--- config.mk ---
export PLATFORM = sky130hd
export DESIGN_NAME = v4au_isqrt
export DESIGN_NICKNAME = d
export VERILOG_FILES = /design/src/hdl/v4au_pkg.sv /design/src/hdl/v4au_isqrt.sv
export SDC_FILE = /design/constraint.sdc
export NUM_CORES = 2
export LEC_CHECK = 0
export BUFFER_PORTS_ARGS = -buffer_cell sky130_fd_sc_hd__buf_2
export CORE_MARGIN = 4
export CORE_UTILIZATION = 60
export CTS_CLUSTER_SIZE = 8
export DETAILED_ROUTE_END_ITERATION = 6
export HOLD_SLACK_MARGIN = 0.02
export PLACE_DENSITY = 0.82
export SKIP_LAST_GASP = 1
export SLEW_MARGIN = 25
export SYNTH_ARGS = -nofsm -noshare
export SYNTH_HDL_FRONTEND = slang
export SYNTH_MEMORY_MAX_BITS = 65536
export SYNTH_SLANG_ARGS = --single-unit
--- constraint.sdc ---
create_clock -name clk -period 9.9 [get_ports clk]
set_clock_uncertainty 0.05 [all_clocks]
set_input_delay 1.485 -clock clk [delete_from_list [all_inputs] [get_ports clk]]
set_output_delay 1.485 -clock clk [all_outputs]
set_load 0.01 [all_outputs]
--- src/hdl/v4au_pkg.sv ---
// shared definitions for the four-lane vector arithmetic unit
// opcode and status codes, default lane format, per-lane flag type
// no dependencies
package v4au_pkg;

	localparam int WORD_BITS_DEF = 32;
	localparam int FRAC_BITS_DEF = 16;
	localparam int PORT_BITS     = 32;
	localparam int LANES         = 4;
	// sums of squares at or above 2**SUM_LIMIT count as overflow
	localparam int SUM_LIMIT     = 128;

	typedef enum logic [3:0] {
		OP_ADD  = 4'd0,
		OP_SUB  = 4'd1,
		OP_MUL  = 4'd2,
		OP_DIV  = 4'd3,
		OP_ADDS = 4'd4,
		OP_SUBS = 4'd5,
		OP_MULS = 4'd6,
		OP_DIVS = 4'd7,
		OP_NEG  = 4'd8,
		OP_EQ   = 4'd9,
		OP_NE   = 4'd10,
		OP_LEN  = 4'd11,
		OP_NORM = 4'd12
	} opcode_t;

	typedef enum logic [1:0] {
		ST_OK   = 2'd0,
		ST_DIVZ = 2'd1,
		ST_SAT  = 2'd2
	} status_t;

	typedef struct packed {
		logic sat;
		logic dz;
	} lane_flag_t;

endpackage

--- src/hdl/v4au_isqrt.sv ---
// pipelined integer square root, one result bit per stage
// floor root of a 2*WORD_BITS+2 bit value; default width from v4au_pkg
module v4au_isqrt #(
	parameter int WORD_BITS = v4au_pkg::WORD_BITS_DEF
) (
	input  logic                   clk,
	input  logic                   en,
	input  logic [2*WORD_BITS+1:0] val,
	output logic [WORD_BITS:0]     root
);

	localparam int W     = WORD_BITS;
	localparam int VW    = 2*W + 2;
	localparam int STEPS = W + 1;
	localparam int RW    = W + 2;

	logic [RW-1:0] rem_q  [STEPS];
	logic [W:0]    root_q [STEPS];
	logic [VW-1:0] val_q  [STEPS];

	for (genvar j = 0; j < STEPS; j++) begin : g_step
		logic [RW-1:0] rem_i;
		logic [W:0]    root_i;
		logic [VW-1:0] val_i;
		logic [RW+1:0] rs, trial;

		if (j == 0) begin : g_first
			assign rem_i  = '0;
			assign root_i = '0;
			assign val_i  = val;
		end else begin : g_next
			assign rem_i  = rem_q[j-1];
			assign root_i = root_q[j-1];
			assign val_i  = val_q[j-1];
		end

		always_comb begin
			rs    = {rem_i, val_i[VW-1 -: 2]};
			trial = (RW+2)'({root_i, 2'b01});
		end

		always_ff @(posedge clk) begin
			if (en) begin
				if (rs >= trial) begin
					rem_q[j]  <= RW'(rs - trial);
					root_q[j] <= {root_i[W-1:0], 1'b1};
				end else begin
					rem_q[j]  <= RW'(rs);
					root_q[j] <= {root_i[W-1:0], 1'b0};
				end
				val_q[j] <= val_i << 2;
			end
		end
	end

	assign root = root_q[STEPS-1];

endmodule

==> metrics.txt <==
syn nets=between 10000 and 15000; PD cells=approximately 240 nW/um^2; DR DRC count=0; largest net degree at the start of global routing=between 200 and 250; synth warn=0; synth cell count leaders=edfxtp_1 (2653), nand2_1 (794), inv_1 (731); Reg-to-Reg Start=rem_q[19][0]; routability cong.=roughly 0.94; clk buf depth=4; peak supply drop=approximately 0.22 mV; Routed wire per std cell=20.43 um; Crit path max-delay family=compound AO/OA/AOI/OAI gates; initial DRC count=6481; Finished Layout Cells=around 13000; clock root cell=clkbuf_16; P&R area growth vs syn=11.15%; Mapped Cells=about 9500; final hold slack=303.5 ps; Cell variety after synth=between 90 and 100; crit-path max FO=14; fin. max-slew vios=0; GR Overflow Total=0; router iterations before antenna repair=6; vias per cell=a little under 6; CP cell instances=ha_1 > nor2b_1 > o2111ai_1 > a31oi_1 > buf_4 > a311oi_1 > o21ai_0 > a221o_1 > a21oi_1 > nor2b_2 > inv_2 > o211ai_1 > nor3_1 > xor2_1; Critical Path Sink Type=flop; I/O pin count=101; Critical Path Slowest Stage Cell=nor2b_2; status=finished, final reports clean; met3 Use GR=0.03972; most frequent cell after synthesis=edfxtp_1; clk slew on worst S/H paths=~50 ps; final hold vios=0; gr busiest metal=met2; Post-synth EDFFs=roughly 2700; post_cts resized=0; WP buf/inv=2; Synth area leaders=edfxtp_1 (65%), ha_1 (6.1%), xor2_1 (3.2%); initial antenna violation count=4; fin util=0.6697; worst hold start=val_q[0][1657]; Crit Path Class=flop to flop; DP HPWL=178.7 mm; max_slew headroom=0.3383; Detail Route Antenna Nets=0; via count=~75000; share of cells above drive strength 1=0.07349; timing-limited maximum frequency=between 0.2 and 0.25 GHz; Die Ht=between 400 and 500 um; crit path from=rem_q[19][0]; startpoint types=flop; CP max stage delay=about 540 ps; total track usage=0.2404; Starting Density=0.6025; CP required=10480 ps; die width=461.0 um; Data arrival, critical path=~5200 ps; CTS tree=built; number of core rows=roughly 170; cell taking the most area after synthesis=edfxtp_1; CTS Sinks=2654; Mean Syn Cell Area=between 10 and 15 um^2; dpl cells=approximately 12000; CORE AREA=roughly 200000 um^2; Final Setup Violations=0; maxcap violations=0; Most used DFF post-synth=edfxtp_1; post-CTS setup buffers=0; async set or reset register ratio after synthesis=0; RSZ-0062 raised after global routing=no; cell leakage power=52.26 nW; WL final=257.3 mm; port bufs=100; Synth Register Bits=~2700; Tightest Hold Check Type=flop to flop; Fin Setup TNS=0 ps; full die area=approximately 210000 um^2; min cycle time layout=around 4700 ps; number of CTS-inserted buffers=approximately 380; GR Layer Usage met1=0.3033; met2 Use GR=0.4117; Post-Syn Area=roughly 120000 um^2; Synth top area share=0.6470; first-pass GRT wire length=405.0 mm; Clk Latency, worst-skew pair=between 900 and 1000 ps; Final Cycle Share=0.4711; vias in the first global route=75130; CTS H-tree lvls=5; # hold bufs at CTS=0; Seq/Total Area, Yosys=0.6472; nets=approximately 11000; worst-margin pin slew=a little under 1000 ps
==> kinds of logic (layout without fill, tap and decap cells) <==
logic type      after synthesis  in the layout  share of synthesized area
flops                      2654           2654                     0.6472
compound gates             1877           1877                    0.09304
other cells                   0              2                          0
simple gates               2522           2522                     0.1013
fa+ha+maj                   597            597                    0.06067
xor+xnor                    876            876                    0.06231
buf+inv                     932           1302                    0.02857
mux                          78             78                   0.006981
==> worst paths after layout <==
kind / to / slack, ps / cells after the start
hold reg to reg: val_q[0][1723] / 300 / 0
setup / recovery: rem_q[20][30] / 5240 / 14
setup reg to reg: rem_q[20][30] / 5240 / 14
hold / removal: val_q[0][1723] / 300 / 0
==> worst reg2reg max path, stage by stage (launching register included) <==
cell       delay [ps]
edfxtp_1          490
ha_1              400
nor2b_1           180
o2111ai_1         230
a31oi_1           140
buf_4             180
a311oi_1          470
o21ai_0           280
a221o_1           410
a21oi_1           200
nor2b_2           540
inv_2             230
o211ai_1          290
nor3_1            120
xor2_1            170
==> layout by cell type, fill, tap and decap left out, drive strengths merged, types with 95 or more instances in the layout <==
cell	count
nand2	795
o21ai	651
a21oi	490
nor4	114
ha	597
edfxtp	2653
inv	737
a21o	236
xor2	452
nand4	105
nor3	242
xnor2	424
clkbuf	401
nand2b	123
nor2	471
nand3	149
nor2b	95
or3	111
buf	158
==> layout make-up <==
class                           count  area, um^2
Antenna cell                        2       5.005
Clock buffer                      401        9758
Clock inverter                     10       182.7
Fill cell                       14050       67510
Inverter                          733        2751
Multi-Input combinational cell   5950       40030
Sequential cell                  2654       79690
Tap cell                         2688        3363
Timing Repair Buffer              158        1086
==> report_power, final <==
group	internal, mW	total, mW	switching, mW
registers	14.3	15.3	1.03
logic	2.61	6.25	3.64
clock network	6.86	11.2	4.32
==> through the flow <==
stage / instance area (um^2) / setup WS [ps] / total power, mW
finish: 136900 / 5236 / 32.72
global route: 136900 / 5024 / 34.29
CTS: 136800 / 5305 / 32.92
detailed placement: 126800 / 4534 / 21.61
global placement: 126800 / 4557 / 21.44
floorplan: 123100 / 5184 / 19.70
==> registers in the layout (all words and copies together), names as in the netlist <==
signal / cells
root_q: 561
val_q: 1056
rem_q: 1037
==> layer usage <==
layer  share of wire  routed length [um]
met4           0.042               10910
met1            0.41              105500
met2            0.50              127500
met5               0                   0
met3           0.052               13340
Note: power is estimated with default switching activity, not from simulation.
