<file path="src/hdl/v4au_pkg.sv">
// shared definitions for the four-lane vector arithmetic unit
// opcode and status codes, default lane format, per-lane flag type
// no dependencies
package v4au_pkg;

	localparam int WORD_BITS_DEF = 32;
	localparam int FRAC_BITS_DEF = 16;
	localparam int PORT_BITS     = 32;
	localparam int LANES         = 4;
	// sums of squares at or above 2**SUM_LIMIT count as overflow
	localparam int SUM_LIMIT     = 128;

	typedef enum logic [3:0] {
		OP_ADD  = 4'd0,
		OP_SUB  = 4'd1,
		OP_MUL  = 4'd2,
		OP_DIV  = 4'd3,
		OP_ADDS = 4'd4,
		OP_SUBS = 4'd5,
		OP_MULS = 4'd6,
		OP_DIVS = 4'd7,
		OP_NEG  = 4'd8,
		OP_EQ   = 4'd9,
		OP_NE   = 4'd10,
		OP_LEN  = 4'd11,
		OP_NORM = 4'd12
	} opcode_t;

	typedef enum logic [1:0] {
		ST_OK   = 2'd0,
		ST_DIVZ = 2'd1,
		ST_SAT  = 2'd2
	} status_t;

	typedef struct packed {
		logic sat;
		logic dz;
	} lane_flag_t;

endpackage

</file>
<file path="src/hdl/v4au_lane.sv">
// one arithmetic lane: unpack, add/sub/negate, multiply, divide-by-zero check
// two pipeline stages; uses v4au_pkg
// feeds the sum-of-squares merge and the per-lane divide path in the top level
module v4au_lane #(
	parameter int WORD_BITS = v4au_pkg::WORD_BITS_DEF,
	parameter int FRAC_BITS = v4au_pkg::FRAC_BITS_DEF
) (
	input  logic                       clk,
	input  logic                       en,
	input  v4au_pkg::opcode_t          op,
	input  logic [WORD_BITS-1:0]       ra,
	input  logic [WORD_BITS-1:0]       rb,
	output logic [WORD_BITS-1:0]       res_s3,
	output v4au_pkg::lane_flag_t       flg_s3,
	output logic                       na_s3,
	output logic                       nb_s3,
	output logic [WORD_BITS-1:0]       ma_s3,
	output logic [WORD_BITS-1:0]       mb_s3,
	output logic [2*WORD_BITS-1:0]     prod_s3
);

	localparam int W = WORD_BITS;
	localparam logic [W-1:0] MAXP = {1'b0, {(W-1){1'b1}}};
	localparam logic [W-1:0] MINM = {1'b1, {(W-1){1'b0}}};

	logic              na_c, nb_c;
	logic [W-1:0]      ma_c, mb_c, mop_c, res_c;
	logic [W:0]        as_c;
	logic [2*W-1:0]    prod_c;
	v4au_pkg::lane_flag_t flg_c;

	v4au_pkg::opcode_t    op_s2;
	logic [W-1:0]         res_s2, ma_s2, mb_s2;
	logic                 na_s2, nb_s2;
	logic [2*W-1:0]       prod_s2;
	v4au_pkg::lane_flag_t flg_s2;

	logic [2*W-1:0]       mag_c;
	logic [W-1:0]         res2_c;
	logic                 msat_c;

	always_comb begin
		na_c   = ra[W-1];
		nb_c   = rb[W-1];
		ma_c   = na_c ? -ra : ra;
		mb_c   = nb_c ? -rb : rb;
		// length and normalize reuse the multiplier for squares
		mop_c  = (op == v4au_pkg::OP_LEN || op == v4au_pkg::OP_NORM) ? ma_c : mb_c;
		prod_c = (2*W)'(ma_c) * (2*W)'(mop_c);
		as_c   = '0;
		res_c  = '0;
		flg_c  = '0;
		case (op)
			v4au_pkg::OP_ADD, v4au_pkg::OP_ADDS: begin
				as_c = {ra[W-1], ra} + {rb[W-1], rb};
				if (as_c[W] != as_c[W-1]) begin
					flg_c.sat = 1'b1;
					res_c     = as_c[W] ? MINM : MAXP;
				end else begin
					res_c = as_c[W-1:0];
				end
			end
			v4au_pkg::OP_SUB, v4au_pkg::OP_SUBS: begin
				as_c = {ra[W-1], ra} - {rb[W-1], rb};
				if (as_c[W] != as_c[W-1]) begin
					flg_c.sat = 1'b1;
					res_c     = as_c[W] ? MINM : MAXP;
				end else begin
					res_c = as_c[W-1:0];
				end
			end
			v4au_pkg::OP_DIV, v4au_pkg::OP_DIVS: begin
				if (mb_c == '0) begin
					flg_c.dz = 1'b1;
					res_c    = na_c ? MINM : MAXP;
				end
			end
			v4au_pkg::OP_NEG: begin
				if (ra == MINM) begin
					flg_c.sat = 1'b1;
					res_c     = MAXP;
				end else begin
					res_c = -ra;
				end
			end
			// zero vector passes through unchanged
			v4au_pkg::OP_NORM: res_c = ra;
			default:           res_c = '0;
		endcase
	end

	always_ff @(posedge clk) begin
		if (en) begin
			op_s2   <= op;
			res_s2  <= res_c;
			flg_s2  <= flg_c;
			na_s2   <= na_c;
			nb_s2   <= nb_c;
			ma_s2   <= ma_c;
			mb_s2   <= mb_c;
			prod_s2 <= prod_c;
		end
	end

	// product scaling and saturation
	always_comb begin
		mag_c  = prod_s2 >> FRAC_BITS;
		res2_c = res_s2;
		msat_c = 1'b0;
		if (op_s2 == v4au_pkg::OP_MUL || op_s2 == v4au_pkg::OP_MULS) begin
			if (na_s2 != nb_s2) begin
				if (mag_c > (2*W)'(MINM)) begin
					msat_c = 1'b1;
					res2_c = MINM;
				end else begin
					res2_c = -mag_c[W-1:0];
				end
			end else begin
				if (mag_c > (2*W)'(MAXP)) begin
					msat_c = 1'b1;
					res2_c = MAXP;
				end else begin
					res2_c = mag_c[W-1:0];
				end
			end
		end
	end

	always_ff @(posedge clk) begin
		if (en) begin
			res_s3     <= res2_c;
			flg_s3.sat <= flg_s2.sat | msat_c;
			flg_s3.dz  <= flg_s2.dz;
			na_s3      <= na_s2;
			nb_s3      <= nb_s2;
			ma_s3      <= ma_s2;
			mb_s3      <= mb_s2;
			prod_s3    <= prod_s2;
		end
	end

endmodule

</file>
<file path="config.mk">
export PLATFORM = sky130hd
export DESIGN_NAME = v4au_lane
export DESIGN_NICKNAME = d
export VERILOG_FILES = /design/src/hdl/v4au_pkg.sv /design/src/hdl/v4au_lane.sv
export SDC_FILE = /design/constraint.sdc
export NUM_CORES = 2
export LEC_CHECK = 0
export ABC_AREA = 1
export BUFFER_PORTS_ARGS = -buffer_cell sky130_fd_sc_hd__buf_4
export CORE_ASPECT_RATIO = 0.9
export CORE_MARGIN = 4
export CORE_UTILIZATION = 55
export CTS_CLUSTER_DIAMETER = 120
export DETAILED_ROUTE_END_ITERATION = 10
export PLACE_DENSITY = 0.72
export SYNTH_ARGS = -nofsm -noshare
export SYNTH_HDL_FRONTEND = slang
export SYNTH_SLANG_ARGS = --single-unit
export TNS_END_PERCENT = 20
</file>
<file path="constraint.sdc">
create_clock -name clk -period 23.5 [get_ports clk]
set_input_delay 2.35 -clock clk [delete_from_list [all_inputs] [get_ports clk]]
set_output_delay 2.35 -clock clk [all_outputs]
set_load 0.01 [all_outputs]
</file>
==> results.md <==
- Status: completed
- Root Driver: clkbuf_16
- DR WL met2: about 85000 um
- Count of cell types in the netlist: between 50 and 60
- Slew margin rel.: between 10% and 20%
- Initial Util: 55.9%
- Hold slack: 0.413 ns
- RSZ-0062 raised after global routing: false
- Prevailing post-synth register cell: edfxtp_1
- Total track usage: a little over two fifths
- CTS Buf Count: 38
- # IOs: around 230
- Final Cell Area: between 50000 and 60000 um2
- R2r startpoint: prod_s2[16]
- Post-CTS sizing: 0
- RD Place Congestion: around 1.1
- Die Wd: 336 um
- Most common cell on crit path: fa_1
- Number of enable flip-flop cells after synthesis: 331
- Hold Buf Count CTS: 0
- Pre-antenna DRT Iters: 6
- Syn Nets: ~7700
- Antenna-violating nets left: 0
- Worst Path Arrival: approximately 13 ns
- Final count of negative-setup-slack endpoints: 0
- Final TNS setup: 0 ns
- Clock Latency Late Sink: roughly 0.63 ns
- Sequential share of the synthesized area: 18.7%
- Final Max Tran Viols: 0
- Least-Margin Pin Slew: ~1.3 ns
- First-pass GRT wire length: about 310000 um
- Max layer used: met5
- Peak Freq: 80.8 MHz
- Reg2Reg Depth: 10
- Met3 wire len: 29800 um
- Endpoints failing hold: 0
- Final worst path period share: a little over half
- Post-CTS Setup Bufs: 0
- GR Overflow Total: 0
- Critical path class: in2reg
- WL per Instance: 27.0 um
- YS warnings: 0
- Total die area: roughly 100000 um2
- Share of layout cells above drive strength 1: slightly below 8%
- Ys async rst share: 0%
- Worst Hold Path EP: mb_s3[19]
- Post-route minimum period: approximately 12 ns
- Number of synthesized register bits: 331
- Hold Path Cell Cnt: 0
- Nature of the critical path endpoint: flip-flop
- Crit path buf inv count: 8
- Port bufs: between 200 and 250
- Max clock buf depth: 3
- Min-delay src: mb_s2[19]
- Nets: approximately 7800
- Post-Syn Area: 53200 um2
- Crit-path leading delay family: adder cells
- Area growth, synth to finish: 7.70%
- Fillers: 8617
- DRC viols: 0
- Reg2reg end: res_s3[28]
- WL final: about 210000 um
- Vias in the first global route: roughly 46000
- Number of H-tree levels: 2
- Cells after Synth: 6409
- Vias: about 47000
- CP max stage cell: o21ai_1
- CTS tree: done
- Antenna violations before repair: 11
- Max-cap violations: 0
- Final Non-Filler Cells: between 7000 and 8000
- Avg Inst Size Synth: about 8.3 um2
- Dpl cells: 7728
- Vias per cell: a little under 6
- Clock transition at path regs: roughly 0.060 ns
- Post-DP HPWL: ~170000 um
- Worst Skew: 0.0326 ns
- Wl on met1: approximately 84000 um
- Site Rows: about 110
- CORE AREA: 95300 um2
- Largest net degree at the start of global routing: 112
- Flop2flop setup slack: roughly 20 ns
- Die Ht: just over 300 um
- Crit path largest cell delay: ~0.64 ns
- Critical path required time: between 20 and 25 ns
- DR iter-0 viols: about 6000
- CTS Sinks: around 330
- Worst Hold Class: reg2reg
- Type of origin of the critical path: primary input
- CP max FO: 18
- Placed inst area: approximately 56000 um2
cell usage in the layout (no fill, tap or decap), types with 40 or more instances in the layout:
| cell | n |
|---|---|
| buf_4 | 294 |
| ha_1 | 331 |
| xor2_1 | 108 |
| nand3_1 | 298 |
| nand4_1 | 42 |
| fa_1 | 898 |
| nor3_1 | 40 |
| a21oi_1 | 180 |
| inv_1 | 1335 |
| nand2_1 | 1259 |
| edfxtp_1 | 331 |
| nor2_1 | 846 |
| o21ai_0 | 151 |
per-layer routing:
layer  vias up  track usage [%]
li1      19600                -
met1     23000             59.3
met2      3269             59.3
met3       624             13.6
met4         6             16.9
met5         -            0.331
metrics by stage:
stage	setup slack (ns)	utilization, %
4_1_cts	11.62	60.2
5_1_grt	10.95	60.2
6_report	11.13	60.2
3_5_place_dp	10.97	58.8
2_1_floorplan	13.26	-
3_3_place_gp	11.01	58.8
flip-flops by register name (all words and copies together) (netlist names), 32 cells and up:
signal / count
mb_s3: 32
res_s2: 32
ma_s3: 32
res_s3: 32
prod_s2: 64
prod_s3: 64
ma_s2: 32
mb_s2: 32
kinds of logic after synthesis:
group | count (synthesis) | synth area share [%]
xor+xnor | 137 | 2.25
buf+inv | 1617 | 11.9
fa+ha+maj | 1229 | 41.5
simple gates | 2585 | 19.9
compound gates | 510 | 5.72
flops | 331 | 18.7
cell usage after synthesis, types with 6 or more instances:
master,number,area share [%]
o21ai_0,158,1.5
nor4_1,16,0.19
nand4_1,42,0.49
o21a_1,26,0.37
nor2_4,6,0.13
a21oi_1,182,1.7
inv_1,1335,9.4
fa_1,898,34
o21ai_1,12,0.11
xor2_1,108,1.8
nor2_1,847,6.0
nand2_2,28,0.33
clkinv_1,12,0.085
o21ai_2,21,0.35
buf_2,113,1.1
ha_1,331,7.8
nand3_1,298,2.8
a21o_1,12,0.17
nand3b_1,8,0.11
or2_2,12,0.14
buf_1,8,0.056
nor3_1,40,0.38
buf_4,13,0.18
o21bai_1,30,0.42
nand2_1,1259,8.9
xnor2_1,29,0.48
o21ai_4,7,0.21
clkbuf_1,86,0.61
edfxtp_1,331,19
a31oi_1,20,0.23
inv_2,39,0.27
o211ai_1,14,0.20
buf_6,8,0.17
layout make-up:
| type | count | area (um2) | area share (%) |
|---|---|---|---|
| diodes | 3 | 7.51 | 0.0131 |
| clock buffers | 42 | 966 | 1.68 |
| clock inverters | 27 | 357 | 0.622 |
| inverters | 1388 | 5220 | 9.09 |
| multi-input cells | 4461 | 37100 | 64.6 |
| flip-flops and latches | 331 | 9940 | 17.3 |
| well taps | 1253 | 1570 | 2.73 |
| repair buffers | 295 | 2220 | 3.87 |
worst max path at each step:
| stage | from | end | slack, ns | depth (start not counted) |
|---|---|---|---|---|
| after detailed placement | ra[0] | prod_s2[52] | 10.97 | 35 |
| after CTS | ra[0] | prod_s2[57] | 11.62 | 37 |
| after global placement | ra[0] | prod_s2[54] | 11.01 | 34 |
| after floorplan | ra[0] | prod_s2[62] | 13.26 | 39 |
| final | ra[0] | prod_s2[54] | 11.13 | 34 |
| after global routing | ra[0] | prod_s2[54] | 10.95 | 34 |
Power is not shown: default switching activity piles up to over one toggle a cycle in this logic, so the estimate is an artifact.
